**src/sv/sha_pkg.sv**
```systemverilog
package sha_pkg;

	typedef enum logic [2:0] {
		ST_IDLE,
		ST_PAD,
		ST_LEN,
		ST_COMP,
		ST_FOLD,
		ST_OUT
	} state_t;

	typedef struct packed {
		logic        start;
		logic [5:0]  round;
	} rnd_ctl_t;

	localparam logic [31:0] IV [8] = '{
		32'h6a09e667, 32'hbb67ae85, 32'h3c6ef372, 32'ha54ff53a,
		32'h510e527f, 32'h9b05688c, 32'h1f83d9ab, 32'h5be0cd19
	};

	localparam logic [31:0] RK [64] = '{
		32'h428a2f98, 32'h71374491, 32'hb5c0fbcf, 32'he9b5dba5,
		32'h3956c25b, 32'h59f111f1, 32'h923f82a4, 32'hab1c5ed5,
		32'hd807aa98, 32'h12835b01, 32'h243185be, 32'h550c7dc3,
		32'h72be5d74, 32'h80deb1fe, 32'h9bdc06a7, 32'hc19bf174,
		32'he49b69c1, 32'hefbe4786, 32'h0fc19dc6, 32'h240ca1cc,
		32'h2de92c6f, 32'h4a7484aa, 32'h5cb0a9dc, 32'h76f988da,
		32'h983e5152, 32'ha831c66d, 32'hb00327c8, 32'hbf597fc7,
		32'hc6e00bf3, 32'hd5a79147, 32'h06ca6351, 32'h14292967,
		32'h27b70a85, 32'h2e1b2138, 32'h4d2c6dfc, 32'h53380d13,
		32'h650a7354, 32'h766a0abb, 32'h81c2c92e, 32'h92722c85,
		32'ha2bfe8a1, 32'ha81a664b, 32'hc24b8b70, 32'hc76c51a3,
		32'hd192e819, 32'hd6990624, 32'hf40e3585, 32'h106aa070,
		32'h19a4c116, 32'h1e376c08, 32'h2748774c, 32'h34b0bcb5,
		32'h391c0cb3, 32'h4ed8aa4a, 32'h5b9cca4f, 32'h682e6ff3,
		32'h748f82ee, 32'h78a5636f, 32'h84c87814, 32'h8cc70208,
		32'h90befffa, 32'ha4506ceb, 32'hbef9a3f7, 32'hc67178f2
	};

	localparam logic [7:0] PAD_BYTE = 8'h80;

endpackage

```
**src/sv/sha256_hash_engine.sv**
```systemverilog
// channel | dir | tdata                                   | tuser
// s_axis  | in  | [31:0] msg_word, [34:32] word_bytes      | -  (tlast = last_word)
// m_axis  | out | [31:0] digest_word, [34:32] digest_index | -  (tlast = digest_last)
// A word's valid bytes (at most four) go into the block buffer one at a time; no new
// word is taken until they are in and any block they fill is compressed. A block runs
// its rounds, then a fold, on the shared round unit. The last word adds the padding
// bytes, one byte per cycle except while a full block is compressed, and one or two
// compressions, then 8 output transactions. Reset restores the initial hash and clears
// all buffers. Output stalls hold the digest word; no input is taken until the digest is out.
module sha256_hash_engine (
	input  logic        clk,
	input  logic        arst_n,
	input  logic        s_axis_tvalid,
	output logic        s_axis_tready,
	input  logic [39:0] s_axis_tdata,  // msg_word[31:0], word_bytes[34:32], zero fill
	input  logic        s_axis_tlast,
	output logic        m_axis_tvalid,
	input  logic        m_axis_tready,
	output logic [39:0] m_axis_tdata,  // digest_word[31:0], digest_index[34:32], zero fill
	output logic        m_axis_tlast
);
	sha_pkg::state_t st_q, st_d, st_nat, ret_q;
	logic [31:0] h_q [8];
	logic [31:0] blk_q [16];
	logic [5:0]  fill_q;
	logic [63:0] bits_q, len_q;
	logic [5:0]  rnd_q;
	logic [2:0]  cnt_q;
	logic [31:0] word_q;
	logic [2:0]  nb_q;
	logic        last_q, busy_q;
	logic [31:0] vout [8];
	sha_pkg::rnd_ctl_t ctl;
	logic [7:0]  byte_d;
	logic        put;
	logic [2:0]  nb_in;
	logic [31:0] mask;

	assign ctl.start = (st_q == sha_pkg::ST_COMP) && (rnd_q == 6'd0);
	assign ctl.round = rnd_q;

	sha_round u_rnd (.clk(clk), .ctl(ctl), .blk(blk_q), .hin(h_q), .vout(vout));

	assign nb_in = (s_axis_tdata[34:32] > 3'd4) ? 3'd4 : s_axis_tdata[34:32];
	assign s_axis_tready = (st_q == sha_pkg::ST_IDLE) && !busy_q;

	always_comb begin
		st_nat = st_q;
		case (st_q)
			sha_pkg::ST_IDLE: if (busy_q && nb_q == 3'd0)
				st_nat = last_q ? sha_pkg::ST_PAD : sha_pkg::ST_IDLE;
			sha_pkg::ST_PAD: if (fill_q == 6'd55) st_nat = sha_pkg::ST_LEN;
			sha_pkg::ST_LEN: if (cnt_q == 3'd7) st_nat = sha_pkg::ST_COMP;
			sha_pkg::ST_COMP: if (rnd_q == 6'd63) st_nat = sha_pkg::ST_FOLD;
			sha_pkg::ST_FOLD: st_nat = (ret_q == sha_pkg::ST_COMP) ? sha_pkg::ST_OUT : ret_q;
			sha_pkg::ST_OUT: if (m_axis_tready && cnt_q == 3'd7) st_nat = sha_pkg::ST_IDLE;
			default: st_nat = sha_pkg::ST_IDLE;
		endcase
		st_d = (put && fill_q == 6'd63) ? sha_pkg::ST_COMP : st_nat;
	end

	always_comb begin
		put = 1'b0;
		byte_d = 8'h00;
		case (st_q)
			sha_pkg::ST_IDLE: begin
				put = busy_q && nb_q != 3'd0;
				byte_d = word_q[31:24];
			end
			sha_pkg::ST_PAD: begin
				put = 1'b1;
				byte_d = (cnt_q == 3'd0) ? sha_pkg::PAD_BYTE : 8'h00;
			end
			sha_pkg::ST_LEN: begin
				put = 1'b1;
				byte_d = len_q[63:56];
			end
			default: ;
		endcase
	end

	assign mask = 32'hff000000 >> {fill_q[1:0], 3'b000};

	always_ff @(posedge clk or negedge arst_n) begin
		if (!arst_n) begin
			st_q <= sha_pkg::ST_IDLE;
			ret_q <= sha_pkg::ST_IDLE;
			h_q <= sha_pkg::IV;
			for (int i = 0; i < 16; i++) blk_q[i] <= '0;
			fill_q <= '0;
			bits_q <= '0;
			len_q <= '0;
			word_q <= '0;
			rnd_q <= '0;
			cnt_q <= '0;
			busy_q <= 1'b0;
			last_q <= 1'b0;
			nb_q <= '0;
		end else begin
			st_q <= st_d;
			if (s_axis_tvalid && s_axis_tready) begin
				busy_q <= 1'b1;
				word_q <= s_axis_tdata[31:0];
				nb_q <= nb_in;
				last_q <= s_axis_tlast;
			end
			if (put) begin
				blk_q[fill_q[5:2]] <= (blk_q[fill_q[5:2]] & ~mask)
					| ({24'd0, byte_d} << {~fill_q[1:0], 3'b000});
				fill_q <= fill_q + 6'd1;
				if (fill_q == 6'd63) ret_q <= st_nat;
			end
			if (st_q == sha_pkg::ST_IDLE && busy_q) begin
				if (nb_q != 3'd0) begin
					word_q <= {word_q[23:0], 8'h00};
					nb_q <= nb_q - 3'd1;
					bits_q <= bits_q + 64'd8;
				end else begin
					busy_q <= 1'b0;
					len_q <= bits_q;
					cnt_q <= '0;
				end
			end
			if (st_q == sha_pkg::ST_PAD) cnt_q <= 3'd1;
			if (st_q == sha_pkg::ST_PAD && fill_q == 6'd55) cnt_q <= '0;
			if (st_q == sha_pkg::ST_LEN) begin
				cnt_q <= cnt_q + 3'd1;
				len_q <= {len_q[55:0], 8'h00};
			end
			if (st_q == sha_pkg::ST_COMP) rnd_q <= rnd_q + 6'd1;
			if (st_q == sha_pkg::ST_FOLD) begin
				for (int i = 0; i < 8; i++) h_q[i] <= h_q[i] + vout[i];
				if (ret_q == sha_pkg::ST_COMP) cnt_q <= '0;
			end
			if (st_q == sha_pkg::ST_OUT && m_axis_tready) begin
				cnt_q <= cnt_q + 3'd1;
				if (cnt_q == 3'd7) begin
					h_q <= sha_pkg::IV;
					for (int i = 0; i < 16; i++) blk_q[i] <= '0;
					fill_q <= '0;
					bits_q <= '0;
				end
			end
		end
	end

	assign m_axis_tvalid = (st_q == sha_pkg::ST_OUT);
	assign m_axis_tdata = {5'd0, cnt_q, h_q[cnt_q]};
	assign m_axis_tlast = (cnt_q == 3'd7);

	a_rdy_out: assert property (@(posedge clk) disable iff (!arst_n)
		m_axis_tvalid |-> !s_axis_tready) else $error("input ready during digest");
	a_out_hold: assert property (@(posedge clk) disable iff (!arst_n)
		m_axis_tvalid && !m_axis_tready |=> m_axis_tvalid && $stable(m_axis_tdata))
		else $error("digest changed under stall");
	a_comp_round: assert property (@(posedge clk) disable iff (!arst_n)
		st_q == sha_pkg::ST_FOLD |-> $past(rnd_q) == 6'd63) else $error("fold early");
endmodule

```
**src/sv/sha_round.sv**
```systemverilog
// One compression round per cycle with a rolling 16-word message schedule.
module sha_round (
	input  logic                 clk,
	input  sha_pkg::rnd_ctl_t    ctl,
	input  logic [31:0]          blk [16],
	input  logic [31:0]          hin [8],
	output logic [31:0]          vout [8]
);
	logic [31:0] w_q [16];
	logic [31:0] v_q [8];
	logic [31:0] w_cur, w_new, s0, s1, e, a, ch, mj, t1, t2;
	logic [31:0] va [8];
	logic [31:0] wv [16];

	always_comb begin
		for (int i = 0; i < 16; i++) wv[i] = ctl.start ? blk[i] : w_q[i];
		for (int i = 0; i < 8; i++) va[i] = ctl.start ? hin[i] : v_q[i];
	end

	assign w_cur = wv[0];
	assign s0 = {wv[1][6:0], wv[1][31:7]} ^ {wv[1][17:0], wv[1][31:18]} ^ (wv[1] >> 3);
	assign s1 = {wv[14][16:0], wv[14][31:17]} ^ {wv[14][18:0], wv[14][31:19]}
		^ (wv[14] >> 10);
	assign w_new = s1 + wv[9] + s0 + wv[0];
	assign e = va[4];
	assign a = va[0];
	assign ch = (e & va[5]) ^ (~e & va[6]);
	assign mj = (a & va[1]) ^ (a & va[2]) ^ (va[1] & va[2]);
	assign t1 = va[7] + ({e[5:0], e[31:6]} ^ {e[10:0], e[31:11]} ^ {e[24:0], e[31:25]})
		+ ch + sha_pkg::RK[ctl.round] + w_cur;
	assign t2 = ({a[1:0], a[31:2]} ^ {a[12:0], a[31:13]} ^ {a[21:0], a[31:22]}) + mj;
	assign vout = v_q;

	always_ff @(posedge clk) begin
		v_q[7] <= va[6];
		v_q[6] <= va[5];
		v_q[5] <= va[4];
		v_q[4] <= va[3] + t1;
		v_q[3] <= va[2];
		v_q[2] <= va[1];
		v_q[1] <= va[0];
		v_q[0] <= t1 + t2;
		for (int i = 0; i < 15; i++) w_q[i] <= wv[i + 1];
		w_q[15] <= w_new;
	end
endmodule

```
**config.mk**
```make
export PLATFORM = sky130hd
export DESIGN_NAME = sha256_hash_engine
export DESIGN_NICKNAME = d
export VERILOG_FILES = /design/src/sv/sha_pkg.sv /design/src/sv/sha256_hash_engine.sv /design/src/sv/sha_round.sv
export SDC_FILE = /design/constraint.sdc
export NUM_CORES = 2
export LEC_CHECK = 0
export BUFFER_PORTS_ARGS = -buffer_cell sky130_fd_sc_hd__buf_2
export CAP_MARGIN = 20
export CORE_MARGIN = 2
export CORE_UTILIZATION = 35
export CTS_CLUSTER_DIAMETER = 150
export DETAILED_ROUTE_END_ITERATION = 16
export PLACE_DENSITY = 0.54
export SYNTH_ARGS = -nofsm -noshare
export SYNTH_HDL_FRONTEND = slang
export SYNTH_HIERARCHICAL = 1
export SYNTH_SLANG_ARGS = --single-unit
export TNS_END_PERCENT = 100
```
**constraint.sdc**
```tcl
create_clock -name clk -period 9.3 [get_ports clk]
set_input_delay 1.86 -clock clk [delete_from_list [all_inputs] [get_ports clk]]
set_output_delay 1.86 -clock clk [all_outputs]
set_load 0.05 [all_outputs]
```
==> flow_metrics.py <==
metrics = {
    "synthesis": {
        "synth.distinct_cells": 108,
        "syn_avg_cell_area_sq_um": 9.703,
        "netlist_instances": 10030,
        "ys_ff_latch": 1716,
        "yosysTopAreaCell": "dfrtp_1",
        "synth.cell_area_sq_um": 97340,
        "ys.flop_type": "dfrtp_1",
        "synth_edf_count": 0,
        "yosys-top-cells-area": "dfrtp_1 21%, dfxtp_1 16%, mux2_2 7.4%, nor2_1 5.9%, ha_1 5.3%",
        "async_flop_share_pct": 55.24,
        "yosysWarnings": 6,
        "synth_top_cell_area_share_pct": 20.87,
        "ys_top_cells_by_count": "1540 x nor2_1, 812 x dfrtp_1, 768 x dfxtp_1, 655 x nand2_1, 641 x mux2_2",
        "yosysSeqAreaShare_pct": 40.34,
        "synthMostInstantiatedCell": "nor2_1",
    },
    "clocking": {
        "numCtsBuffers": 197,
        "cts_tree": "yes",
        "clockBufferDepth": 4,
        "clk_pin_slew_ns": 0.06,
        "root_buffer": "clkbuf_16",
        "clk_latency_ns": 0.90,
        "cts_num_sinks": 1716,
        "cts_setup_buffers": 0,
        "hold_buffers": 0,
        "cts_resized": 0,
        "htree_levels": 4,
    },
    "place": {
        "gp_congestion": 0.9702,
        "io_buffer_count": 77,
        "dpl.hpwl_mm": 239.0,
    },
    "die": {
        "die_h_um": 531.4,
        "fp.coreArea_sq_um": 276500,
        "start_util_pct": 35.21,
        "die_area_sq_um": 282400,
        "ios": 88,
        "rows": 193,
        "die_w_um": 531.4,
    },
    "sta": {
        "whs_ns": 0.4410,
        "fin_crit_sh_pct": 93.93,
        "worst_pin_slew_ns": 1.233,
        "fin_tns_setup_ns": 0,
        "grt_setup_unrepaired": "no",
        "slew_violations": 0,
        "finalHoldViolCount": 0,
        "fin_skew_ns": 0.09336,
        "slew_headroom_pct": 15.44,
        "final.min_clock_period_ns": 8.735,
        "setup_violations": 0,
        "max_freq_ghz": 0.1145,
    },
    "outcome": {
        "outcome": "finished, final reports clean",
    },
    "global_routing": {
        "grt_max_degree": 181,
        "grt_use_total_pct": 23.21,
        "grt_pass1_wl_mm": 498.3,
        "grt_pass1_vias": 75460,
        "grt_overflow": 0,
        "antenna_found_initial": 13,
    },
    "layout": {
        "layout-drive-gt1-share_pct": 17.39,
        "synthToLayoutAreaGrowth_pct": 12.26,
        "num-nets-final": 10700,
        "fin_util_pct": 39.52,
    },
    "worst_setup_path": {
        "critPathArrivalTime_ns": 9.47,
        "cp_slowest_cell": "fa_1",
        "critPathLaunchType": "flip-flop",
        "crit_path_max_fanout": 37,
        "cp-end-kind": "flip-flop",
        "crit_path_max_incr_delay_ns": 0.54,
        "cp_data_required_time_ns": 10.03,
        "critPathKind": "flip-flop to flip-flop",
        "crit_top_cell": "a21oi_1",
    },
    "route": {
        "dr.first_iter.drc_count": 6614,
        "post_drt_wl_per_cell_um": 24.31,
        "ant_nets": 0,
        "firstDrtPassIters": 6,
        "vias_per_cell": 5.486,
        "dr_total_vias": 76400,
        "wl_met1_mm": 145.6,
        "met2_length_mm": 156.9,
        "top_layer_used": "met5",
        "drc": 0,
        "route.met3.wl_mm": 19.43,
        "drt_wl_total_mm": 338.6,
    },
    "hold_path": {
        "hold_class": "flip-flop to flip-flop",
    },
    "job": {
        "cap_violations": 0,
    },
}
==> metal layers <==
| layer | vias up | track usage, % |
|---|---|---|
| met5 | - | 0 |
| met4 | 4 | 10.27 |
| met3 | 620 | 3.065 |
| met2 | 2568 | 37.62 |
| met1 | 38210 | 30.87 |
| li1 | 35000 | - |
==> worst paths after layout <==
check	start	endpoint	slack (ns)	cells past startpoint
worst max-delay path	st_q[2]	u_rnd/vout[253]	0.56	37
worst min-delay path	u_rnd/w_q[0][152]	u_rnd/w_q[0][120]	0.44	1
worst max register to register	st_q[2]	u_rnd/vout[253]	0.56	37
worst min register to register	u_rnd/w_q[0][152]	u_rnd/w_q[0][120]	0.44	1
max in group asynchronous	arst_n	blk_q[291]	6.21	3
min in group asynchronous	arst_n	h_q[222]	1.11	1
==> layout by cell type (no fill, tap or decap), types with 230 or more instances in the layout <==
master,synthesis,layout
ha_1,414,414
dfxtp_1,768,768
o21ai_0,334,333
a21oi_1,515,515
mux2_2,641,641
inv_1,447,447
nor3_1,593,590
buf_4,7,286
mux4_2,230,230
dfrtp_1,812,802
nor2_1,1540,1528
nand2_1,655,644
xnor2_1,447,447
==> per-stage QoR <==
stage,cells,worst slack (ns),instance area (sq um)
6_report,13930,0.5648,109300
3_5_place_dp,13570,0.5061,102800
4_1_cts,13920,0.4765,109200
3_3_place_gp,13560,0.3951,102800
5_1_grt,13920,0.04609,109300
2_1_floorplan,10040,0.02373,97360
==> kinds of logic (layout without fill, tap and decap cells) <==
family                   Yosys count  after routing  synth area share [%]
AND/OR/NAND/NOR                 3288           3288                 14.72
flip-flops                      1716           1716                 40.34
AO/OA/AOI/OAI                   1692           1692                 10.92
multiplexers                    1077           1077                 14.85
buffers and inverters           1005           1187                 4.087
XOR/XNOR                         634            634                 5.769
adder cells (fa/ha/maj)          619            619                 9.311
other                              1              9              0.003852
==> registers in the layout (all words and copies together), names as in the netlist, 6 cells and up <==
register    cells
len_q          61
word_q         32
blk_q         512
rnd_q           6
fill_q          6
u_rnd/vout    256
h_q           256
u_rnd/w_q     512
bits_q         61
==> worst max-delay path: cells and delay by family (launching register included) <==
kind | cells | cell delay [ns]
adders and majority gates | 6 | 2.21
and+or+nand+nor | 7 | 1.56
muxes | 1 | 0.35
xor gates and xnor gates | 3 | 0.58
AOI/OAI and AO/OA | 14 | 2.57
buffers and inverters | 6 | 0.91
DFF | 1 | 0.38
==> cell type report <==
class,count,area [sq um]
multi-input cells,7315,54340
clock inverters,58,680.7
fillers,27040,167200
well taps,3705,4636
repair buffers,381,2925
flip-flops and latches,1716,39300
diodes,4,10.01
clock buffers,298,5702
inverters,450,1689
Power is left out: the tool's default activity adds up to more than one toggle a clock period on the data nets, which glitch-free logic cannot reach.
